## src/design/bmphdr_pkg.sv

```systemverilog
// Shared types and constants for the BMP header check and pixel marking block.
package bmphdr_pkg;

   // Verdict codes reported with the last word of a file.
   typedef enum logic [2:0] {
      STAT_OK         = 3'd0,
      STAT_NOT_BMP    = 3'd1,
      STAT_BAD_DEPTH  = 3'd2,
      STAT_COMPRESSED = 3'd3,
      STAT_BAD_DIMS   = 3'd4,
      STAT_RANGE      = 3'd5
   } status_type;

   // Header layout: length and the byte positions of the captured fields.
   localparam int HDR_LEN       = 54;
   localparam int IDX_MAGIC_B   = 0;
   localparam int IDX_MAGIC_M   = 1;
   localparam int IDX_OFS_FIRST = 10;
   localparam int IDX_OFS_LAST  = 13;
   localparam int IDX_WID_FIRST = 18;
   localparam int IDX_WID_LAST  = 21;
   localparam int IDX_HGT_FIRST = 22;
   localparam int IDX_HGT_LAST  = 25;
   localparam int IDX_DEP_FIRST = 28;
   localparam int IDX_DEP_LAST  = 29;
   localparam int IDX_CMP_FIRST = 30;
   localparam int IDX_CMP_LAST  = 33;

   // Derivation schedule, run on header words once width, height and depth are complete.
   localparam int IDX_ROW_CALC  = 30;
   localparam int IDX_MUL_FIRST = 31;
   localparam int IDX_MUL_LAST  = 34;
   localparam int IDX_HDR_CODE  = 34;
   localparam int IDX_END_CALC  = 35;

   // Magic characters and accepted pixel depths.
   localparam logic [7:0]  MAGIC_B  = 8'h42;
   localparam logic [7:0]  MAGIC_M  = 8'h4D;
   localparam logic [15:0] DEPTH_24 = 16'd24;
   localparam logic [15:0] DEPTH_32 = 16'd32;
   localparam logic [2:0]  BPP_24   = 3'd3;
   localparam logic [2:0]  BPP_32   = 3'd4;

endpackage

```

## src/design/bmp_header_check_and_pad_mark.sv

```systemverilog
// Top level of the BMP header check and pixel/padding marker.
//
// The request channel carries a file one byte per word (req_data_byte), with
// req_last_byte set on the final word. Each accepted word yields exactly one
// response word in the cycle after acceptance, in the same order. The response
// flags whether the byte lies in pixel data and whether it is row data or
// row padding. The response for the last byte carries the verdict, width,
// absolute height and bytes per pixel; after it the block starts a new file.
// One word is accepted on every clock edge while the response register is
// free or being drained. The row length, stride and pixel length are built
// over header bytes 30 to 35 (one 35x8 partial product per byte from 31 to
// 34), so they are ready long before the pixel region opens.
// A response that is stalled stays in the output register and holds the
// request side off only while it is not taken (req_stall = valid and stall).
// Synchronous reset empties the output register and starts a new file.
// The byte counter is FILE_LEN_BITS wide and saturates at its maximum.
module bmp_header_check_and_pad_mark #(
   parameter int FILE_LEN_BITS = 32
) (
   input  logic                   clock,
   input  logic                   reset,
   input  logic                   req_valid,
   output logic                   req_stall,
   input  logic [7:0]             req_data_byte,
   input  logic                   req_last_byte,
   output logic                   rsp_valid,
   input  logic                   rsp_stall,
   output logic                   rsp_in_pixels,
   output logic                   rsp_row_data,
   output logic                   rsp_done_res,
   output bmphdr_pkg::status_type rsp_status,
   output logic [30:0]            rsp_width,
   output logic [31:0]            rsp_height,
   output logic [2:0]             rsp_bytes_per_pixel
);
   import bmphdr_pkg::*;

   localparam logic [FILE_LEN_BITS-1:0] IDX_MAX = '1;

   // Per-file state.
   logic [FILE_LEN_BITS-1:0] byte_index_ff, byte_index_in;
   logic                     magic_ok_ff, magic_ok_in;
   logic [34:0]              column_count_ff, column_count_in;
   logic [31:0]              pixel_offset_ff, pixel_offset_in;
   logic [31:0]              raw_width_ff, raw_width_in;
   logic [31:0]              raw_height_ff, raw_height_in;
   logic [15:0]              bit_depth_ff, bit_depth_in;
   logic [31:0]              compression_ff, compression_in;
   logic [31:0]              abs_height_ff, abs_height_in;
   logic [33:0]              row_length_ff, row_length_in;
   logic [34:0]              row_stride_ff, row_stride_in;
   logic [63:0]              pixel_length_ff, pixel_length_in;
   logic [64:0]              pixel_end_ff, pixel_end_in;
   status_type               hdr_code_ff, hdr_code_in;

   // Response register.
   logic        rsp_valid_ff, rsp_valid_in;
   logic        in_pixels_ff, in_pixels_in;
   logic        row_data_ff, row_data_in;
   logic        done_res_ff, done_res_in;
   status_type  status_ff, status_in;
   logic [30:0] width_ff, width_in;
   logic [31:0] height_ff, height_in;
   logic [2:0]  bpp_ff, bpp_in;

   // Helpers.
   logic                   accept;
   logic [1:0]             field_lane;
   logic [1:0]             mul_lane;
   logic                   depth_is_32;
   logic [34:0]            stride_round;
   logic [7:0]             height_byte;
   logic [42:0]            part_prod;
   logic [63:0]            part_shift;
   logic                   width_pos;
   status_type             hdr_code_now;
   logic [FILE_LEN_BITS:0] file_len;
   logic                   pix_hit;

   // Handshake: a new word enters whenever the response register can move.
   assign accept    = req_valid && !req_stall;
   assign req_stall = rsp_valid_ff && rsp_stall;

   // All 32-bit fields start at an index that is 2 modulo 4.
   assign field_lane   = byte_index_ff[1:0] + 2'd2;
   assign mul_lane     = byte_index_ff[1:0] + 2'd1;
   assign depth_is_32  = (bit_depth_ff == DEPTH_32);
   assign width_pos    = (raw_width_ff != 32'd0) && !raw_width_ff[31];

   // One 35x8 partial product of stride times absolute height per header byte.
   // For a width that passes the checks, stride stays below 2^33 and height is at
   // most 2^31, so the product then fits in 64 bits and never counts as an overflow.
   assign height_byte  = abs_height_ff[{mul_lane, 3'b000} +: 8];
   assign part_prod    = 43'(row_stride_ff) * 43'(height_byte);
   assign part_shift   = 64'(part_prod) << {mul_lane, 3'b000};
   assign stride_round = {1'b0, row_length_in} + 35'd3;

   // Header checks one to four, in order of precedence.
   always_comb begin
      if (!magic_ok_ff) begin
         hdr_code_now = STAT_NOT_BMP;
      end else if (bit_depth_ff != DEPTH_24 && bit_depth_ff != DEPTH_32) begin
         hdr_code_now = STAT_BAD_DEPTH;
      end else if (compression_ff != 32'd0) begin
         hdr_code_now = STAT_COMPRESSED;
      end else if (!width_pos || raw_height_ff == 32'd0) begin
         hdr_code_now = STAT_BAD_DIMS;
      end else begin
         hdr_code_now = STAT_OK;
      end
   end

   // Capture of header fields and the derivation steps.
   always_comb begin
      magic_ok_in     = magic_ok_ff;
      pixel_offset_in = pixel_offset_ff;
      raw_width_in    = raw_width_ff;
      raw_height_in   = raw_height_ff;
      bit_depth_in    = bit_depth_ff;
      compression_in  = compression_ff;
      abs_height_in   = abs_height_ff;
      row_length_in   = row_length_ff;
      row_stride_in   = row_stride_ff;
      pixel_length_in = pixel_length_ff;
      pixel_end_in    = pixel_end_ff;
      hdr_code_in     = hdr_code_ff;

      if (byte_index_ff == FILE_LEN_BITS'(IDX_MAGIC_B) && req_data_byte != MAGIC_B) begin
         magic_ok_in = 1'b0;
      end
      if (byte_index_ff == FILE_LEN_BITS'(IDX_MAGIC_M) && req_data_byte != MAGIC_M) begin
         magic_ok_in = 1'b0;
      end
      if (byte_index_ff inside {[IDX_OFS_FIRST:IDX_OFS_LAST]}) begin
         pixel_offset_in[{field_lane, 3'b000} +: 8] = req_data_byte;
      end
      if (byte_index_ff inside {[IDX_WID_FIRST:IDX_WID_LAST]}) begin
         raw_width_in[{field_lane, 3'b000} +: 8] = req_data_byte;
      end
      if (byte_index_ff inside {[IDX_HGT_FIRST:IDX_HGT_LAST]}) begin
         raw_height_in[{field_lane, 3'b000} +: 8] = req_data_byte;
      end
      if (byte_index_ff inside {[IDX_DEP_FIRST:IDX_DEP_LAST]}) begin
         bit_depth_in[{byte_index_ff[0], 3'b000} +: 8] = req_data_byte;
      end
      if (byte_index_ff inside {[IDX_CMP_FIRST:IDX_CMP_LAST]}) begin
         compression_in[{field_lane, 3'b000} +: 8] = req_data_byte;
      end

      // Width, height and depth are complete here: row length and stride.
      if (byte_index_ff == FILE_LEN_BITS'(IDX_ROW_CALC)) begin
         abs_height_in   = raw_height_ff[31] ? (~raw_height_ff + 32'd1) : raw_height_ff;
         row_length_in   = depth_is_32 ? {raw_width_ff, 2'b00}
                                       : ({1'b0, raw_width_ff, 1'b0} + {2'b00, raw_width_ff});
         row_stride_in   = {stride_round[34:2], 2'b00};
         pixel_length_in = 64'd0;
      end
      if (byte_index_ff inside {[IDX_MUL_FIRST:IDX_MUL_LAST]}) begin
         pixel_length_in = pixel_length_ff + part_shift;
      end
      if (byte_index_ff == FILE_LEN_BITS'(IDX_HDR_CODE)) begin
         hdr_code_in = hdr_code_now;
      end
      if (byte_index_ff == FILE_LEN_BITS'(IDX_END_CALC)) begin
         pixel_end_in = 65'(pixel_offset_ff) + 65'(pixel_length_ff);
      end

      // The magic check starts over with the next file.
      if (req_last_byte) begin
         magic_ok_in = 1'b1;
      end
   end

   // Pixel region and row position of the current byte.
   assign pix_hit = (byte_index_ff >= FILE_LEN_BITS'(HDR_LEN)) && (hdr_code_ff == STAT_OK)
                    && (pixel_offset_ff >= 32'(HDR_LEN))
                    && (65'(byte_index_ff) >= 65'(pixel_offset_ff))
                    && (65'(byte_index_ff) < pixel_end_ff);

   assign file_len = {1'b0, byte_index_ff} + {{FILE_LEN_BITS{1'b0}}, 1'b1};

   // Response contents, counter advance and end-of-file verdict.
   always_comb begin
      in_pixels_in    = pix_hit;
      row_data_in     = 1'b0;
      column_count_in = column_count_ff;
      done_res_in     = req_last_byte;
      status_in       = STAT_OK;
      width_in        = 31'd0;
      height_in       = 32'd0;
      bpp_in          = 3'd0;
      byte_index_in   = (byte_index_ff != IDX_MAX) ? byte_index_ff + 1'b1 : byte_index_ff;

      if (pix_hit) begin
         row_data_in     = (34'(column_count_ff) < row_length_ff) && !column_count_ff[34];
         column_count_in = column_count_ff + 35'd1;
         if (column_count_in >= row_stride_ff) begin
            column_count_in = 35'd0;
         end
      end

      if (req_last_byte) begin
         if (file_len < (FILE_LEN_BITS+1)'(HDR_LEN)) begin
            status_in = STAT_NOT_BMP;
         end else begin
            status_in = hdr_code_ff;
         end
         if (status_in == STAT_OK && (pixel_offset_ff < 32'(HDR_LEN)
                                      || pixel_end_ff > 65'(file_len))) begin
            status_in = STAT_RANGE;
         end
         if (status_in == STAT_OK) begin
            width_in  = raw_width_ff[30:0];
            height_in = abs_height_ff;
            bpp_in    = depth_is_32 ? BPP_32 : BPP_24;
         end
         byte_index_in   = '0;
         column_count_in = 35'd0;
      end
   end

   // Output register empties when taken and refills on every accepted word.
   assign rsp_valid_in = accept || (rsp_valid_ff && rsp_stall);

   // Control registers.
   always_ff @(posedge clock) begin
      if (reset) begin
         rsp_valid_ff    <= 1'b0;
         byte_index_ff   <= '0;
         column_count_ff <= 35'd0;
         magic_ok_ff     <= 1'b1;
      end else begin
         rsp_valid_ff <= rsp_valid_in;
         if (accept) begin
            byte_index_ff   <= byte_index_in;
            column_count_ff <= column_count_in;
            magic_ok_ff     <= magic_ok_in;
         end
      end
   end

   // Header fields, derived lengths and response payload.
   always_ff @(posedge clock) begin
      if (accept) begin
         pixel_offset_ff <= pixel_offset_in;
         raw_width_ff    <= raw_width_in;
         raw_height_ff   <= raw_height_in;
         bit_depth_ff    <= bit_depth_in;
         compression_ff  <= compression_in;
         abs_height_ff   <= abs_height_in;
         row_length_ff   <= row_length_in;
         row_stride_ff   <= row_stride_in;
         pixel_length_ff <= pixel_length_in;
         pixel_end_ff    <= pixel_end_in;
         hdr_code_ff     <= hdr_code_in;
         in_pixels_ff    <= in_pixels_in;
         row_data_ff     <= row_data_in;
         done_res_ff     <= done_res_in;
         status_ff       <= status_in;
         width_ff        <= width_in;
         height_ff       <= height_in;
         bpp_ff          <= bpp_in;
      end
   end

   assign rsp_valid           = rsp_valid_ff;
   assign rsp_in_pixels       = in_pixels_ff;
   assign rsp_row_data        = row_data_ff;
   assign rsp_done_res        = done_res_ff;
   assign rsp_status          = status_ff;
   assign rsp_width           = width_ff;
   assign rsp_height          = height_ff;
   assign rsp_bytes_per_pixel = bpp_ff;

   // Row data is only ever flagged inside the pixel region.
   a_row_in_pixels: assert property (@(posedge clock) disable iff (reset)
      rsp_valid_ff |-> (!row_data_ff || in_pixels_ff))
      else $error("row data flagged outside the pixel region");

   // Verdict fields stay clear on every word but the last.
   a_verdict_only_last: assert property (@(posedge clock) disable iff (reset)
      (rsp_valid_ff && !done_res_ff) |-> (status_ff == STAT_OK && bpp_ff == 3'd0
                                           && width_ff == 31'd0 && height_ff == 32'd0))
      else $error("verdict fields set on a word that is not the last");

   // A last word restarts the file counters.
   a_restart_after_last: assert property (@(posedge clock) disable iff (reset)
      (accept && req_last_byte) |=> (byte_index_ff == '0 && column_count_ff == 35'd0))
      else $error("file counters not restarted after the last word");

   // Inside the pixel region the column counter stays below the stride.
   a_column_bound: assert property (@(posedge clock) disable iff (reset)
      (byte_index_ff > FILE_LEN_BITS'(HDR_LEN) && hdr_code_ff == STAT_OK)
      |-> (column_count_ff < row_stride_ff))
      else $error("column counter ran past the row stride");

endmodule

```

## config.mk

```make
export PLATFORM = sky130hd
export DESIGN_NAME = bmp_header_check_and_pad_mark
export DESIGN_NICKNAME = d
export VERILOG_FILES = /design/src/design/bmphdr_pkg.sv /design/src/design/bmp_header_check_and_pad_mark.sv
export SDC_FILE = /design/constraint.sdc
export NUM_CORES = 2
export LEC_CHECK = 0
export CORE_ASPECT_RATIO = 0.75
export CORE_MARGIN = 3
export CORE_UTILIZATION = 30
export DETAILED_ROUTE_END_ITERATION = 12
export DONT_BUFFER_PORTS = 1
export GPL_ROUTABILITY_DRIVEN = 0
export GPL_TIMING_DRIVEN = 0
export PLACE_DENSITY = 0.49
export REMOVE_ABC_BUFFERS = 1
export SLEW_MARGIN = 25
export SYNTH_ARGS = -nofsm -noshare
export SYNTH_HDL_FRONTEND = slang
export SYNTH_SLANG_ARGS = --single-unit
```

## constraint.sdc

```tcl
create_clock -name clock -period 10.98 [get_ports clock]
set_clock_uncertainty 0.05 [all_clocks]
set_input_delay 3.294 -clock clock [delete_from_list [all_inputs] [get_ports clock]]
set_output_delay 3.294 -clock clock [all_outputs]
set_load 0.02 [all_outputs]
```

==> impl_metrics.env <==
export IMPL_firstDrtPassIters=5
export IMPL_rr_worst_depth=35
export IMPL_drv_slew=0
export IMPL_reg2reg_setup_slack_ns=0.52
export IMPL_grt_max_degree=69
export IMPL_hold_path_class="flip-flop to flip-flop"
export IMPL_cts_sinks=513
export IMPL_slowest_delay_ns=0.59
export IMPL_insertion_delay_ns=0.69
export IMPL_clk_pin_slew_ns=0.07
export IMPL_rsz0062_at_grt="false"
export IMPL_yosys_cell_types_count=88
export IMPL_cp_arrival_ns=10.79
export IMPL_numCtsBuffers=54
export IMPL_cp_common_cell="fa_1"
export IMPL_vdd_drop_max_uv=195
export IMPL_critPathLaunch="byte_index_ff[0]"
export IMPL_area_growth_pct=10.7
export IMPL_avgSynthCellArea_um2=9.42
export IMPL_grt_pass1_wl_um=209000
export IMPL_worst_ep_required_time_ns=11.31
export IMPL_relSlewSlack_pct=27.7
export IMPL_clk_path_buf_depth=3
export IMPL_ant_nets=0
export IMPL_critPathKind="flip-flop to flip-flop"
export IMPL_maxCapViolations=0
export IMPL_finalPower_w=0.00901
export IMPL_status="finished, final reports clean"
export IMPL_drc=0
export IMPL_setup_viol=0
export IMPL_worst_slew_pin_slew_ns=1.08
export IMPL_synthArstFlopShare_pct=0
export IMPL_syn_area_um2=42400
export IMPL_netlist_instances=4499
export IMPL_timing_rr_end="pixel_length_ff[61]"
export IMPL_slowest_stage="mux4_2"
export IMPL_start_kind="flip-flop"
export IMPL_max_freq_mhz=95.6
export IMPL_io_buffers=0
export IMPL_antenna_found_initial=13
export IMPL_start_util_pct=30.5
export IMPL_fp_row_count=118
export IMPL_ys_seq_elements=513
export IMPL_final_common_cell="inv_1"
export IMPL_synth_edf_count=444
export IMPL_wl_per_cell_um=22.2
export IMPL_r2r_start="byte_index_ff[0]"
export IMPL_fin_crit_sh_pct=95.3
export IMPL_finalCriticalPeriod_ns=10.46
export IMPL_yosysWarnings=0
export IMPL_hold_violations=0
export IMPL_worst_path_max_fanout=44
export IMPL_dieArea_um2=146000
export IMPL_yosysSeqAreaShare_pct=34.7
export IMPL_coreArea_um2=139000
export IMPL_leakage_nw=19.3
export IMPL_via_count=33200
export IMPL_seq_area_um2=14700
export IMPL_critPathCaptureType="flip-flop"
export IMPL_ctsHoldBuffers=0
export IMPL_synth_ff_type="edfxtp_1"
export IMPL_timing_critical_path_to="pixel_length_ff[61]"
export IMPL_fillCellCount=14300
export IMPL_power_density_nw_per_um2=192
export IMPL_grt_overflow=0
export IMPL_via_per_inst=5.23
export IMPL_fin_util_pct=33.7
export IMPL_drt_initial_drc_count=3233
export IMPL_cts_tree="yes"
export IMPL_multi_input_area_um2=25500
export IMPL_io_pins=87
export IMPL_detailed_place_hpwl_um=102000
export IMPL_grt_total_usage_pct=18.9
export IMPL_wl_um=141000
export IMPL_fp_dieH_um=332
export IMPL_final_cell_mix="inv_1 (494), edfxtp_1 (444), ha_1 (371)"
export IMPL_drive_gt1_share_pct=5.49
export IMPL_die_w_um=440
export IMPL_grt_pass1_vias=31600
export IMPL_layout_nets=5011
export IMPL_h_tree_depth=2
export IMPL_cts_root_buf="clkbuf_16"
==> synth_stat cells, types with 99 or more instances <==
master	instances	area share, %
a21o_1	131	2.3
a21oi_1	282	3.3
and2_1	286	4.2
clkbuf_1	149	1.3
edfxtp_1	444	31
fa_1	189	8.9
ha_1	372	11
inv_1	496	4.4
nand2_1	253	2.2
nand3_1	99	1.2
nor2_1	355	3.1
o21ai_0	211	2.5
xnor2_1	180	3.7
==> logic make-up after synthesis <==
logic type | count (synthesis) | synth area share [%]
xor gates and xnor gates | 264 | 5.45
AOI/OAI and AO/OA | 916 | 13.5
adders and majority gates | 561 | 19.9
buffers and inverters | 666 | 5.96
and+or+nand+nor | 1526 | 18.9
muxes | 53 | 1.51
DFF | 513 | 34.7
==> flip-flops by register name, indices dropped and copies added (netlist names), 2 cells and up <==
| signal | count |
|---|---|
| rsp_status | 3 |
| raw_width_ff | 32 |
| column_count_ff | 35 |
| hdr_code_ff | 3 |
| rsp_width | 31 |
| pixel_length_ff | 62 |
| byte_index_ff | 32 |
| abs_height_ff | 32 |
| compression_ff | 32 |
| row_stride_ff | 33 |
| row_length_ff | 34 |
| rsp_height | 32 |
| raw_height_ff | 32 |
| bit_depth_ff | 16 |
| pixel_offset_ff | 32 |
| rsp_bytes_per_pixel | 2 |
| pixel_end_ff | 65 |
==> area by class of cell <==
type,instances,area share (%)
Sequential cell,513,31.3
Antenna cell,6,0.0320
Inverter,497,3.98
Multi-Input combinational cell,3326,54.3
Clock buffer,63,3.02
Tap cell,1860,4.96
Clock inverter,36,0.765
Timing Repair Buffer,45,1.56
==> through the flow <==
stage	TNS (ns)	std cells	setup WS, ns	hold slack, ns	area (um2)
2_1_floorplan	-47.62	4330	-1.18	0.376	41700
3_3_place_gp	-922.26	6190	-6.80	0.427	44100
3_5_place_dp	-10.59	6223	-0.981	0.400	44800
4_1_cts	0	6332	0.129	0.424	46800
5_1_grt	0	6342	0.00521	0.439	46900
6_report	0	6346	0.521	0.424	47000
==> report_power, final <==
| group | switching [W] | internal, W |
|---|---|---|
| Sequential | 0.0000255 | 0.00213 |
| Combinational | 0.00309 | 0.00188 |
| Clock | 0.000864 | 0.00103 |
==> routing by layer <==
layer / wire (um) / GRT usage [%] / vias to the layer above
li1: - / - / 15800
met1: 68700 / 29.3 / 16200
met2: 56100 / 26.5 / 1018
met3: 12500 / 4.31 / 171
met4: 3080 / 3.34 / 8
met5: 208 / 0.790 / -
==> worst max-delay path, delay by kind of cell (launching register included) <==
kind                       cells  cell delay [ns]
xor gates and xnor gates       1             0.16
and+or+nand+nor                6             1.29
adders and majority gates      7             3.30
DFF                            1             0.36
AOI/OAI and AO/OA             14             3.22
muxes                          2             0.81
buffers and inverters          5             0.92
==> worst min-delay path by stage <==
stage                                start               end  slack, ns  depth (start not counted)
after global routing      raw_height_ff[0]  abs_height_ff[0]       0.44                          0
after global placement    raw_height_ff[0]  abs_height_ff[0]       0.43                          0
final                     raw_height_ff[0]  abs_height_ff[0]       0.42                          0
after CTS                 raw_height_ff[0]  abs_height_ff[0]       0.42                          0
after floorplan           raw_height_ff[0]  abs_height_ff[0]       0.38                          0
after detailed placement  raw_height_ff[0]  abs_height_ff[0]       0.40                          0
==> repair_timing <==
item                       4_1_cts  5_1_grt
cloned                           6        0
resized for setup               10        9
setup endpoints to repair       25       21
setup buffers                    4        8
pin swaps                        1        1
No activity file was read; power rests on OpenSTA's default activity.
